## src/rtl/touch_auto_repeat_clock_control_defines.svh

```systemverilog
// ----------------------------------------------------------------------------
// Assertion macros for the touch auto-repeat clock controller
// Immediate-implication and next-cycle checks, clocked on i_clk and held
// off while i_rst_n is low. Empty in synthesis builds.
// ----------------------------------------------------------------------------
`ifndef TOUCH_AUTO_REPEAT_CLOCK_CONTROL_DEFINES_SVH
`define TOUCH_AUTO_REPEAT_CLOCK_CONTROL_DEFINES_SVH

`ifndef SYNTHESIS
// same-cycle implication
`define TARC_ASSERT_IMP(lbl, ante, cons) \
    lbl: assert property (@(posedge i_clk) disable iff (!i_rst_n) \
        (ante) |-> (cons)) else $error("tarc assertion failed");
// next-cycle implication
`define TARC_ASSERT_NXT(lbl, ante, cons) \
    lbl: assert property (@(posedge i_clk) disable iff (!i_rst_n) \
        (ante) |=> (cons)) else $error("tarc assertion failed");
`else
`define TARC_ASSERT_IMP(lbl, ante, cons)
`define TARC_ASSERT_NXT(lbl, ante, cons)
`endif

`endif

```

## src/rtl/tarc_pkg.sv

```systemverilog
// ----------------------------------------------------------------------------
// tarc_pkg
// Types and constants shared by the touch auto-repeat clock controller.
// ----------------------------------------------------------------------------
package tarc_pkg;

    typedef enum logic [2:0] {
        ST_INIT      = 3'd0,
        ST_UNTOUCHED = 3'd1,
        ST_WAIT      = 3'd2,
        ST_SETTLE    = 3'd3,
        ST_HOLD      = 3'd4,
        ST_RATE      = 3'd5,
        ST_EXPIRED   = 3'd6,
        ST_RUN       = 3'd7
    } t_state;

    // pulses produced by one tick
    typedef struct packed {
        logic inc_dec;
        logic advance_second;
        logic clear_touch;
    } t_pulses;

    localparam int unsigned LIMIT_W = 8;
    localparam int unsigned ADDR_W  = 4;
    localparam int unsigned DATA_W  = 32;

    // register word indexes (paddr[3:2])
    localparam logic [1:0] REG_SECOND_LIMIT = 2'd0;
    localparam logic [1:0] REG_SETTLE_TICKS = 2'd1;
    localparam logic [1:0] REG_HOLD_DELAY   = 2'd2;
    localparam logic [1:0] REG_REPEAT_TICKS = 2'd3;

    localparam logic [LIMIT_W-1:0] RST_SECOND_LIMIT = 8'd20;
    localparam logic [LIMIT_W-1:0] RST_SETTLE_TICKS = 8'd1;
    localparam logic [LIMIT_W-1:0] RST_HOLD_DELAY   = 8'd10;
    localparam logic [LIMIT_W-1:0] RST_REPEAT_TICKS = 8'd1;

endpackage

```

## src/rtl/tarc_step.sv

```systemverilog
// ----------------------------------------------------------------------------
// tarc_step
// Next state, tick counters and pulses for one timer tick.
// ----------------------------------------------------------------------------
module tarc_step
    import tarc_pkg::*;
#(
    parameter int unsigned COUNT_WIDTH = 8
) (
    input  t_state                   i_state,
    input  logic                     i_touched,
    input  logic [COUNT_WIDTH-1:0]   i_second_count,
    input  logic [COUNT_WIDTH-1:0]   i_settle_count,
    input  logic [COUNT_WIDTH-1:0]   i_hold_count,
    input  logic [COUNT_WIDTH-1:0]   i_repeat_count,
    input  logic [LIMIT_W-1:0]       i_second_limit,
    input  logic [LIMIT_W-1:0]       i_settle_ticks,
    input  logic [LIMIT_W-1:0]       i_hold_delay_ticks,
    input  logic [LIMIT_W-1:0]       i_repeat_ticks,
    output t_state                   o_state,
    output logic [COUNT_WIDTH-1:0]   o_second_count,
    output logic [COUNT_WIDTH-1:0]   o_settle_count,
    output logic [COUNT_WIDTH-1:0]   o_hold_count,
    output logic [COUNT_WIDTH-1:0]   o_repeat_count,
    output t_pulses                  o_pulses
);

    // compare width covers both the counter and the 8-bit limit registers
    localparam int unsigned CMP_W = (COUNT_WIDTH > LIMIT_W) ? COUNT_WIDTH : LIMIT_W;
    localparam logic [COUNT_WIDTH-1:0] CNT_MAX = {COUNT_WIDTH{1'b1}};
    localparam logic [COUNT_WIDTH-1:0] CNT_ONE = {{(COUNT_WIDTH-1){1'b0}}, 1'b1};

    function automatic logic [COUNT_WIDTH-1:0] sat_inc(input logic [COUNT_WIDTH-1:0] v);
        return (v == CNT_MAX) ? v : v + CNT_ONE;
    endfunction

    logic [COUNT_WIDTH-1:0] settle_inc, hold_inc, repeat_inc, second_inc;
    logic                   settle_hit, hold_hit, repeat_hit, second_over;

    assign settle_inc = sat_inc(i_settle_count);
    assign hold_inc   = sat_inc(i_hold_count);
    assign repeat_inc = sat_inc(i_repeat_count);
    assign second_inc = sat_inc(i_second_count);

    assign settle_hit  = CMP_W'(settle_inc) == CMP_W'(i_settle_ticks);
    assign hold_hit    = CMP_W'(hold_inc)   == CMP_W'(i_hold_delay_ticks);
    assign repeat_hit  = CMP_W'(repeat_inc) == CMP_W'(i_repeat_ticks);
    assign second_over = CMP_W'(i_second_count) > CMP_W'(i_second_limit);

    // next state
    always_comb begin
        o_state = i_state;
        case (i_state)
            ST_INIT:      o_state = ST_UNTOUCHED;
            ST_UNTOUCHED: if (i_touched) o_state = ST_SETTLE;
            ST_WAIT:      o_state = i_touched ? ST_SETTLE : ST_RUN;
            ST_SETTLE:    if (settle_hit) o_state = i_touched ? ST_HOLD : ST_WAIT;
            ST_HOLD: begin
                if (!i_touched) o_state = ST_WAIT;
                else if (hold_hit) o_state = ST_RATE;
            end
            ST_RATE: begin
                if (!i_touched) o_state = ST_WAIT;
                else if (repeat_hit) o_state = ST_EXPIRED;
            end
            ST_EXPIRED:   o_state = i_touched ? ST_RATE : ST_WAIT;
            ST_RUN:       if (i_touched) o_state = ST_SETTLE;
            default:      o_state = ST_INIT;
        endcase
    end

    // counters and pulses
    always_comb begin
        o_second_count = i_second_count;
        o_settle_count = i_settle_count;
        o_hold_count   = i_hold_count;
        o_repeat_count = i_repeat_count;
        o_pulses       = '0;
        case (i_state)
            ST_UNTOUCHED: begin
                o_second_count       = second_inc;
                o_pulses.clear_touch = i_touched;
            end
            ST_WAIT: begin
                o_settle_count = '0;
                o_hold_count   = '0;
                o_repeat_count = '0;
                if (!i_touched) o_second_count = second_inc;
                o_pulses.clear_touch = i_touched;
            end
            ST_SETTLE: begin
                o_settle_count   = settle_inc;
                o_pulses.inc_dec = settle_hit && !i_touched;
            end
            ST_HOLD: begin
                o_hold_count     = hold_inc;
                o_pulses.inc_dec = !i_touched || hold_hit;
            end
            ST_RATE:    o_repeat_count = repeat_inc;
            ST_EXPIRED: begin
                o_repeat_count   = '0;
                o_pulses.inc_dec = i_touched;
            end
            ST_RUN: begin
                // drop the count on a second pulse, then count this tick unless touched
                o_pulses.advance_second = second_over;
                if (i_touched) begin
                    o_second_count       = second_over ? '0 : i_second_count;
                    o_pulses.clear_touch = 1'b1;
                end else begin
                    o_second_count = second_over ? CNT_ONE : second_inc;
                end
            end
            default: ;
        endcase
    end

endmodule

```

## src/rtl/touch_auto_repeat_clock_control.sv

```systemverilog
// ----------------------------------------------------------------------------
// touch_auto_repeat_clock_control
// Typematic auto-repeat controller for a touch-set clock: one timer tick in,
// one set of pulses plus the controller state out.
// ----------------------------------------------------------------------------
//
//  channel   direction  handshake                 payload
//  -------   ---------  ------------------------  ---------------------------
//  tick      in         i_in_valid / o_in_stall   i_touched
//  result    out        o_out_valid / i_out_stall o_inc_dec_pulse,
//                                                 o_advance_second_pulse,
//                                                 o_clear_touch_pulse,
//                                                 o_control_state
//  config    in         APB psel/penable/pready   paddr, pwdata, prdata
//
//  One tick request per clock while o_in_stall is low; its result appears in
//  the output register on the next cycle.
//  The rate is set by the single output register: a tick is taken whenever
//  that register is empty or is being drained in the same cycle.
//  Synchronous active-low reset returns the controller to init, clears all
//  tick counters and loads the timing registers with their defaults.
//  A stall on the result side holds the result and stalls the tick side.
//
`include "touch_auto_repeat_clock_control_defines.svh"

module touch_auto_repeat_clock_control
    import tarc_pkg::*;
#(
    parameter int unsigned COUNT_WIDTH = 8
) (
    input  logic              i_clk,
    input  logic              i_rst_n,
    // tick requests
    input  logic              i_in_valid,
    output logic              o_in_stall,
    input  logic              i_touched,
    // results
    output logic              o_out_valid,
    input  logic              i_out_stall,
    output logic              o_inc_dec_pulse,
    output logic              o_advance_second_pulse,
    output logic              o_clear_touch_pulse,
    output logic [2:0]        o_control_state,
    // configuration
    input  logic              psel,
    input  logic              penable,
    input  logic              pwrite,
    input  logic [ADDR_W-1:0] paddr,
    input  logic [DATA_W-1:0] pwdata,
    output logic [DATA_W-1:0] prdata,
    output logic              pready
);

    // ------------------------------------------------------------------
    // Timing registers
    // ------------------------------------------------------------------
    logic [LIMIT_W-1:0] r_second_limit, r_settle_ticks, r_hold_delay, r_repeat_ticks;
    logic               cfg_write;
    logic [1:0]         cfg_index;

    assign pready    = 1'b1;
    assign cfg_write = psel && penable && pwrite;
    assign cfg_index = paddr[3:2];

    always_ff @(posedge i_clk) begin
        if (!i_rst_n) begin
            r_second_limit <= RST_SECOND_LIMIT;
            r_settle_ticks <= RST_SETTLE_TICKS;
            r_hold_delay   <= RST_HOLD_DELAY;
            r_repeat_ticks <= RST_REPEAT_TICKS;
        end else if (cfg_write) begin
            // keep the low byte only
            case (cfg_index)
                REG_SECOND_LIMIT: r_second_limit <= pwdata[LIMIT_W-1:0];
                REG_SETTLE_TICKS: r_settle_ticks <= pwdata[LIMIT_W-1:0];
                REG_HOLD_DELAY:   r_hold_delay   <= pwdata[LIMIT_W-1:0];
                REG_REPEAT_TICKS: r_repeat_ticks <= pwdata[LIMIT_W-1:0];
                default: ;
            endcase
        end
    end

    always_comb begin
        prdata = '0;
        case (cfg_index)
            REG_SECOND_LIMIT: prdata = DATA_W'(r_second_limit);
            REG_SETTLE_TICKS: prdata = DATA_W'(r_settle_ticks);
            REG_HOLD_DELAY:   prdata = DATA_W'(r_hold_delay);
            REG_REPEAT_TICKS: prdata = DATA_W'(r_repeat_ticks);
            default:          prdata = '0;
        endcase
    end

    // ------------------------------------------------------------------
    // Controller state and tick counters
    // ------------------------------------------------------------------
    t_state                 r_state, n_state;
    logic [COUNT_WIDTH-1:0] r_second_count, n_second_count;
    logic [COUNT_WIDTH-1:0] r_settle_count, n_settle_count;
    logic [COUNT_WIDTH-1:0] r_hold_count,   n_hold_count;
    logic [COUNT_WIDTH-1:0] r_repeat_count, n_repeat_count;
    t_pulses                r_pulses, n_pulses;
    logic                   r_out_valid;
    logic                   in_accept;

    // stall ticks only while a result waits and the far side is stalled
    assign o_in_stall = r_out_valid && i_out_stall;
    assign in_accept  = i_in_valid && !o_in_stall;

    tarc_step #(
        .COUNT_WIDTH (COUNT_WIDTH)
    ) u_step (
        .i_state            (r_state),
        .i_touched          (i_touched),
        .i_second_count     (r_second_count),
        .i_settle_count     (r_settle_count),
        .i_hold_count       (r_hold_count),
        .i_repeat_count     (r_repeat_count),
        .i_second_limit     (r_second_limit),
        .i_settle_ticks     (r_settle_ticks),
        .i_hold_delay_ticks (r_hold_delay),
        .i_repeat_ticks     (r_repeat_ticks),
        .o_state            (n_state),
        .o_second_count     (n_second_count),
        .o_settle_count     (n_settle_count),
        .o_hold_count       (n_hold_count),
        .o_repeat_count     (n_repeat_count),
        .o_pulses           (n_pulses)
    );

    // advance state and load the result on every accepted tick
    always_ff @(posedge i_clk) begin
        if (!i_rst_n) begin
            r_state        <= ST_INIT;
            r_second_count <= '0;
            r_settle_count <= '0;
            r_hold_count   <= '0;
            r_repeat_count <= '0;
            r_pulses       <= '0;
            r_out_valid    <= 1'b0;
        end else begin
            if (in_accept) begin
                r_state        <= n_state;
                r_second_count <= n_second_count;
                r_settle_count <= n_settle_count;
                r_hold_count   <= n_hold_count;
                r_repeat_count <= n_repeat_count;
                r_pulses       <= n_pulses;
                r_out_valid    <= 1'b1;
            end else if (!i_out_stall) begin
                r_out_valid    <= 1'b0;
            end
        end
    end

    // the state register only moves when the result slot is refilled,
    // so it always matches the result on display
    assign o_out_valid            = r_out_valid;
    assign o_inc_dec_pulse        = r_pulses.inc_dec;
    assign o_advance_second_pulse = r_pulses.advance_second;
    assign o_clear_touch_pulse    = r_pulses.clear_touch;
    assign o_control_state        = r_state;

    // ------------------------------------------------------------------
    // Assertions
    // ------------------------------------------------------------------
    // a second pulse comes from run; a touch in the same tick moves to settle
    `TARC_ASSERT_IMP(a_adv_in_run, r_out_valid && r_pulses.advance_second,
                     r_state == ST_RUN || r_state == ST_SETTLE)
    `TARC_ASSERT_IMP(a_clr_to_settle, r_out_valid && r_pulses.clear_touch, r_state == ST_SETTLE)
    `TARC_ASSERT_IMP(a_inc_state, r_out_valid && r_pulses.inc_dec,
                     r_state == ST_WAIT || r_state == ST_RATE)
    `TARC_ASSERT_NXT(a_accept_fills, in_accept, r_out_valid)
    `TARC_ASSERT_IMP(a_stall_needs_result, o_in_stall, r_out_valid)

endmodule
```

## config.mk

```make
export PLATFORM = sky130hd
export DESIGN_NAME = touch_auto_repeat_clock_control
export DESIGN_NICKNAME = d
export VERILOG_FILES = /design/src/rtl/tarc_pkg.sv /design/src/rtl/tarc_step.sv /design/src/rtl/touch_auto_repeat_clock_control.sv
export VERILOG_INCLUDE_DIRS = /design/src /design/src/rtl
export SDC_FILE = /design/constraint.sdc
export NUM_CORES = 1
export LEC_CHECK = 0
export ABC_AREA = 1
export BUFFER_PORTS_ARGS = -buffer_cell sky130_fd_sc_hd__buf_2
export CORE_UTILIZATION = 61
export DETAILED_ROUTE_END_ITERATION = 8
export PLACE_DENSITY_LB_ADDON = 0.1
export SYNTH_ARGS = -nofsm -noshare
export SYNTH_HDL_FRONTEND = slang
export SYNTH_SLANG_ARGS = --single-unit
```

## constraint.sdc

```tcl
create_clock -name i_clk -period 3.85 [get_ports i_clk]
set_clock_uncertainty 0.1 [all_clocks]
set_input_delay 0.385 -clock i_clk [delete_from_list [all_inputs] [get_ports i_clk]]
set_output_delay 0.385 -clock i_clk [all_outputs]
set_load 0.005 [all_outputs]
```

==> results.txt <==
The flow ran to the end, and the final reports show no timing, DRC or antenna violations. The buffer count from post-CTS setup fixing is 0. The yosys synthesis warning count is 0. The wire-length estimate of the detail-placed layout is about 8.3 mm.

The setup path with the least slack is of type reg -> reg. Setup violations remaining at the end of the flow were counted as 0. The path class of the lowest-slack min-delay path is in -> reg.

The required time at the worst-slack endpoint is 4.04 ns. The peak fanout along the critical path came out at 11. After the last flow step, the layout net total stands at about 800. The initial standard-cell utilization of the core came out at 0.632. The synthesized area per cell came out at 6.39 um^2. The top cell type's share of synthesized area came out at 0.310. Setup repair after global routing left no endpoint under its margin. The area share of xor/xnor cells in the synthesized design is 0.0153. The post-synthesis simple-gate area fraction is 0.343. For this run the aggregate overflow at the end of global routing stands at 0. The hold violation total from the final report is 0.

The routed layout has 4560 vias. The layout-stage area growth over the synthesis result is 5.48%. The number of different library cells in the post-synthesis netlist came out at 36. The detailed-route vias per instance is 5.40. The post-synth design cell area is 4590 um^2. The via count of the first global-routing pass is just under 4000. The largest buffer count on any clock path came out at 2. The number of DRC violations after detailed-routing iteration 0 came out at 329. The worst endpoint data arrival time came out at 2.56 ns. The number of synthesized flops with an enable pin came out at 0. The final critical path time including I/O delays and setup came out at 2.37 ns. The area fraction in compound gates after synthesis is 0.163. The total of cells resized after clock tree synthesis is 0. After synthesis, the largest family of logic cells by area is simple AND/OR/NAND/NOR gates. The worst relative slew slack is 0.280. The number of buffers added by the clock tree synthesis step came out at 9.

The layout filler cell count came out at about 670. The number of instances in the synthesized netlist is 718. Static timing analysis puts the maximum clock frequency at 0.423 GHz. In the finished design, the share of the clock period the worst path needs comes to 0.615. Clock latency on the worst-skew pair, taken at its later pin, is 0.35 ns.

The cell type contributing the most total cell area after synthesis is dfxtp_1. The die covers 7870 um^2. The CTS tree is done.

The proportion of synthesized area in mux cells is 0. The startpoint type of the worst setup path is a register. In this run the tool buffered the top-level ports with 33 buffer cells.

For this block, the routed nets add up to 10.9 mm of wire. The number of I/O pins came out at 85. The sequential fraction of the synthesis area came out at 0.310. The placer congestion estimate came out at 0.901.

The height of the chip came out at 88.7 um. The power per cell area is 301 nW/um^2. The slew of the pin with the lowest slew margin is about 1.1 ns. The initial antenna violation count came out at 0. The count of state elements after synthesis came out at slightly above 70. The tree is rooted in a clkbuf_8.

Of all flip-flops after synthesis, the portion carrying an async set or reset was 0. The number of cell rows is 31. STA classifies the critical path endpoint as a register.

For this run, the total global-route usage over all layers was measured as 0.297. Ranked by total cell area, the synthesized netlist is headed by dfxtp_1, nand2_1, a21oi_1. The floorplan step defined a core boundary enclosing 7250 um^2. Dividing the detail-routed wire length by the instance count gives 12.9 um. The maximum vdd drop is 248 uV. The remaining routing DRC violations is 0. The die is ~90 um wide. The number of clock sinks is 71.

The tool flagged a number of max-cap violations equal to 0. The number of placed instances, taps included came out at approximately 830. In the final timing run, aggregate negative setup slack is 0 ns. The cts-stage hold buffer count is 0. For this run, the leading register cell type out of synthesis is dfxtp_1.

The clock-pin transition on the worst setup and hold timing paths came out at 0.08 ns. The first-pass detailed-route iteration total is 4. The first global-routing pass estimated 17.9 mm of wire. The count of antenna-violating nets left after detailed routing is 0. The leakage power total is 2.09 nW. The filler-free cell count of the finished design is ~840. The largest net degree at the start of global routing came out at 39.

The number of pins exceeding their max-slew limit in the final report is 0. Of the total synthesized cell area, the portion taken by full adders, half adders and majority gates is 0.0327. The proportion of layout cells with a drive suffix above 1 is 0.101. The diode insertion count for antenna repair is 0.

The H-tree was split into 3 levels.
[cells by family after synthesis]
group | Yosys count
and+or+nand+nor | 352
AOI/OAI and AO/OA | 139
buffers and inverters | 134
DFF | 71
adders and majority gates | 12
xor gates and xnor gates | 8
other | 2
[critical path: stages (launching register included)]
cell and delay, ns:
dfxtp_1 0.42, ha_1 0.27, nand3_2 0.13, nor2_4 0.17
nand2_2 0.18, nand2_1 0.14, nand3_1 0.07, nand2_1 0.07
nand2_1 0.06, nor2_2 0.09, nand3_1 0.16, nand2_2 0.16
inv_2 0.05, nor2_4 0.10, nor2_1 0.04, nor2_1 0.10
[flip-flops by register name, summed over array words and instances (netlist names), 3 cells and up]
name and count:
o_control_state 3, r_hold_count 8, r_hold_delay 8, r_repeat_count 8, r_repeat_ticks 8, r_second_count 8, r_second_limit 8, r_settle_count 8
r_settle_ticks 8
[layer usage]
layer | vias to the layer above | wire, um | track usage
met5 | - | 0 | 0
met4 | 0 | 453 | 0.161
met3 | 41 | 674 | 0.0485
met2 | 167 | 4820 | 0.467
met1 | 2016 | 4920 | 0.389
li1 | 2336 | - | -
[synthesized netlist by cell type, types with 4 or more instances]
| cell type | instances |
|---|---|
| nand3_1 | 62 |
| clkbuf_1 | 12 |
| buf_4 | 25 |
| xnor2_1 | 5 |
| nor2_2 | 7 |
| dfxtp_1 | 71 |
| nand3_2 | 4 |
| nor2_4 | 5 |
| o211ai_1 | 6 |
| nand2_2 | 7 |
| nor2_1 | 54 |
| nand4_1 | 12 |
| ha_1 | 12 |
| o21ai_0 | 48 |
| nand2_1 | 187 |
| nor3_1 | 4 |
| inv_2 | 4 |
| a21oi_1 | 67 |
| o22ai_1 | 6 |
| nand3b_1 | 8 |
| inv_1 | 88 |
[layout by cell type (no fill, tap or decap), types with 3 or more instances in the layout]
cell type	count
nand3_2	4
nand3_1	62
inv_2	4
ha_1	12
nor3_1	4
nor2_2	7
o21ai_1	3
xor2_1	3
a21oi_1	67
nand3b_1	8
o21ai_0	48
xnor2_1	5
inv_1	88
conb_1	25
nor2_1	54
nand2_2	7
nand2_1	187
dfxtp_1	71
o22ai_1	6
o211ai_1	6
nor2_4	5
buf_2	33
nand4_1	12
clkbuf_8	10
[report_power, final]
group	leakage (nW)	switching [mW]	internal (mW)
combinational	1.43	0.123	0.0589
sequential	0.575	0.0166	0.750
clock	0.0809	0.268	0.239
[area by class of cell]
type,count,area [um^2],share of cell area
sequential,71,1420,0.294
clock buffer,11,141,0.0292
inverter,92,345,0.0714
multi-input combinational,536,2630,0.544
clock inverter,2,10.0,0.00207
timing repair buffer,33,165,0.0341
tap,99,124,0.0256
[final timing paths]
kind / from / to / slack [ns] / cells after the start
min: i_in_valid / o_out_valid$_SDFFE_PN0P_ / 0.20 / 3
max: r_hold_count[1]$_SDFFE_PN0P_ / o_control_state[1]$_SDFFE_PN0P_ / 1.48 / 15
min reg2reg: o_advance_second_pulse$_SDFFE_PN0P_ / o_advance_second_pulse$_SDFFE_PN0P_ / 0.37 / 2
max reg2reg: r_hold_count[1]$_SDFFE_PN0P_ / o_control_state[1]$_SDFFE_PN0P_ / 1.48 / 15
[metrics by stage]
step / hold slack (ns) / instance area (um^2) / setup WS, ns / total power [mW] / utilization
6_report: 0.200 / 4840 / 1.48 / 1.46 / 0.667
5_1_grt: 0.217 / 4840 / 1.28 / 1.52 / 0.667
4_1_cts: 0.194 / 4840 / 1.51 / 1.46 / 0.667
3_5_place_dp: 0.362 / 4690 / 1.44 / 0.963 / 0.646
3_3_place_gp: 0.358 / 4690 / 1.50 / 0.958 / 0.646
2_1_floorplan: 0.350 / 4670 / 1.85 / 0.924 / -
Power figures use the tool's default switching activity.
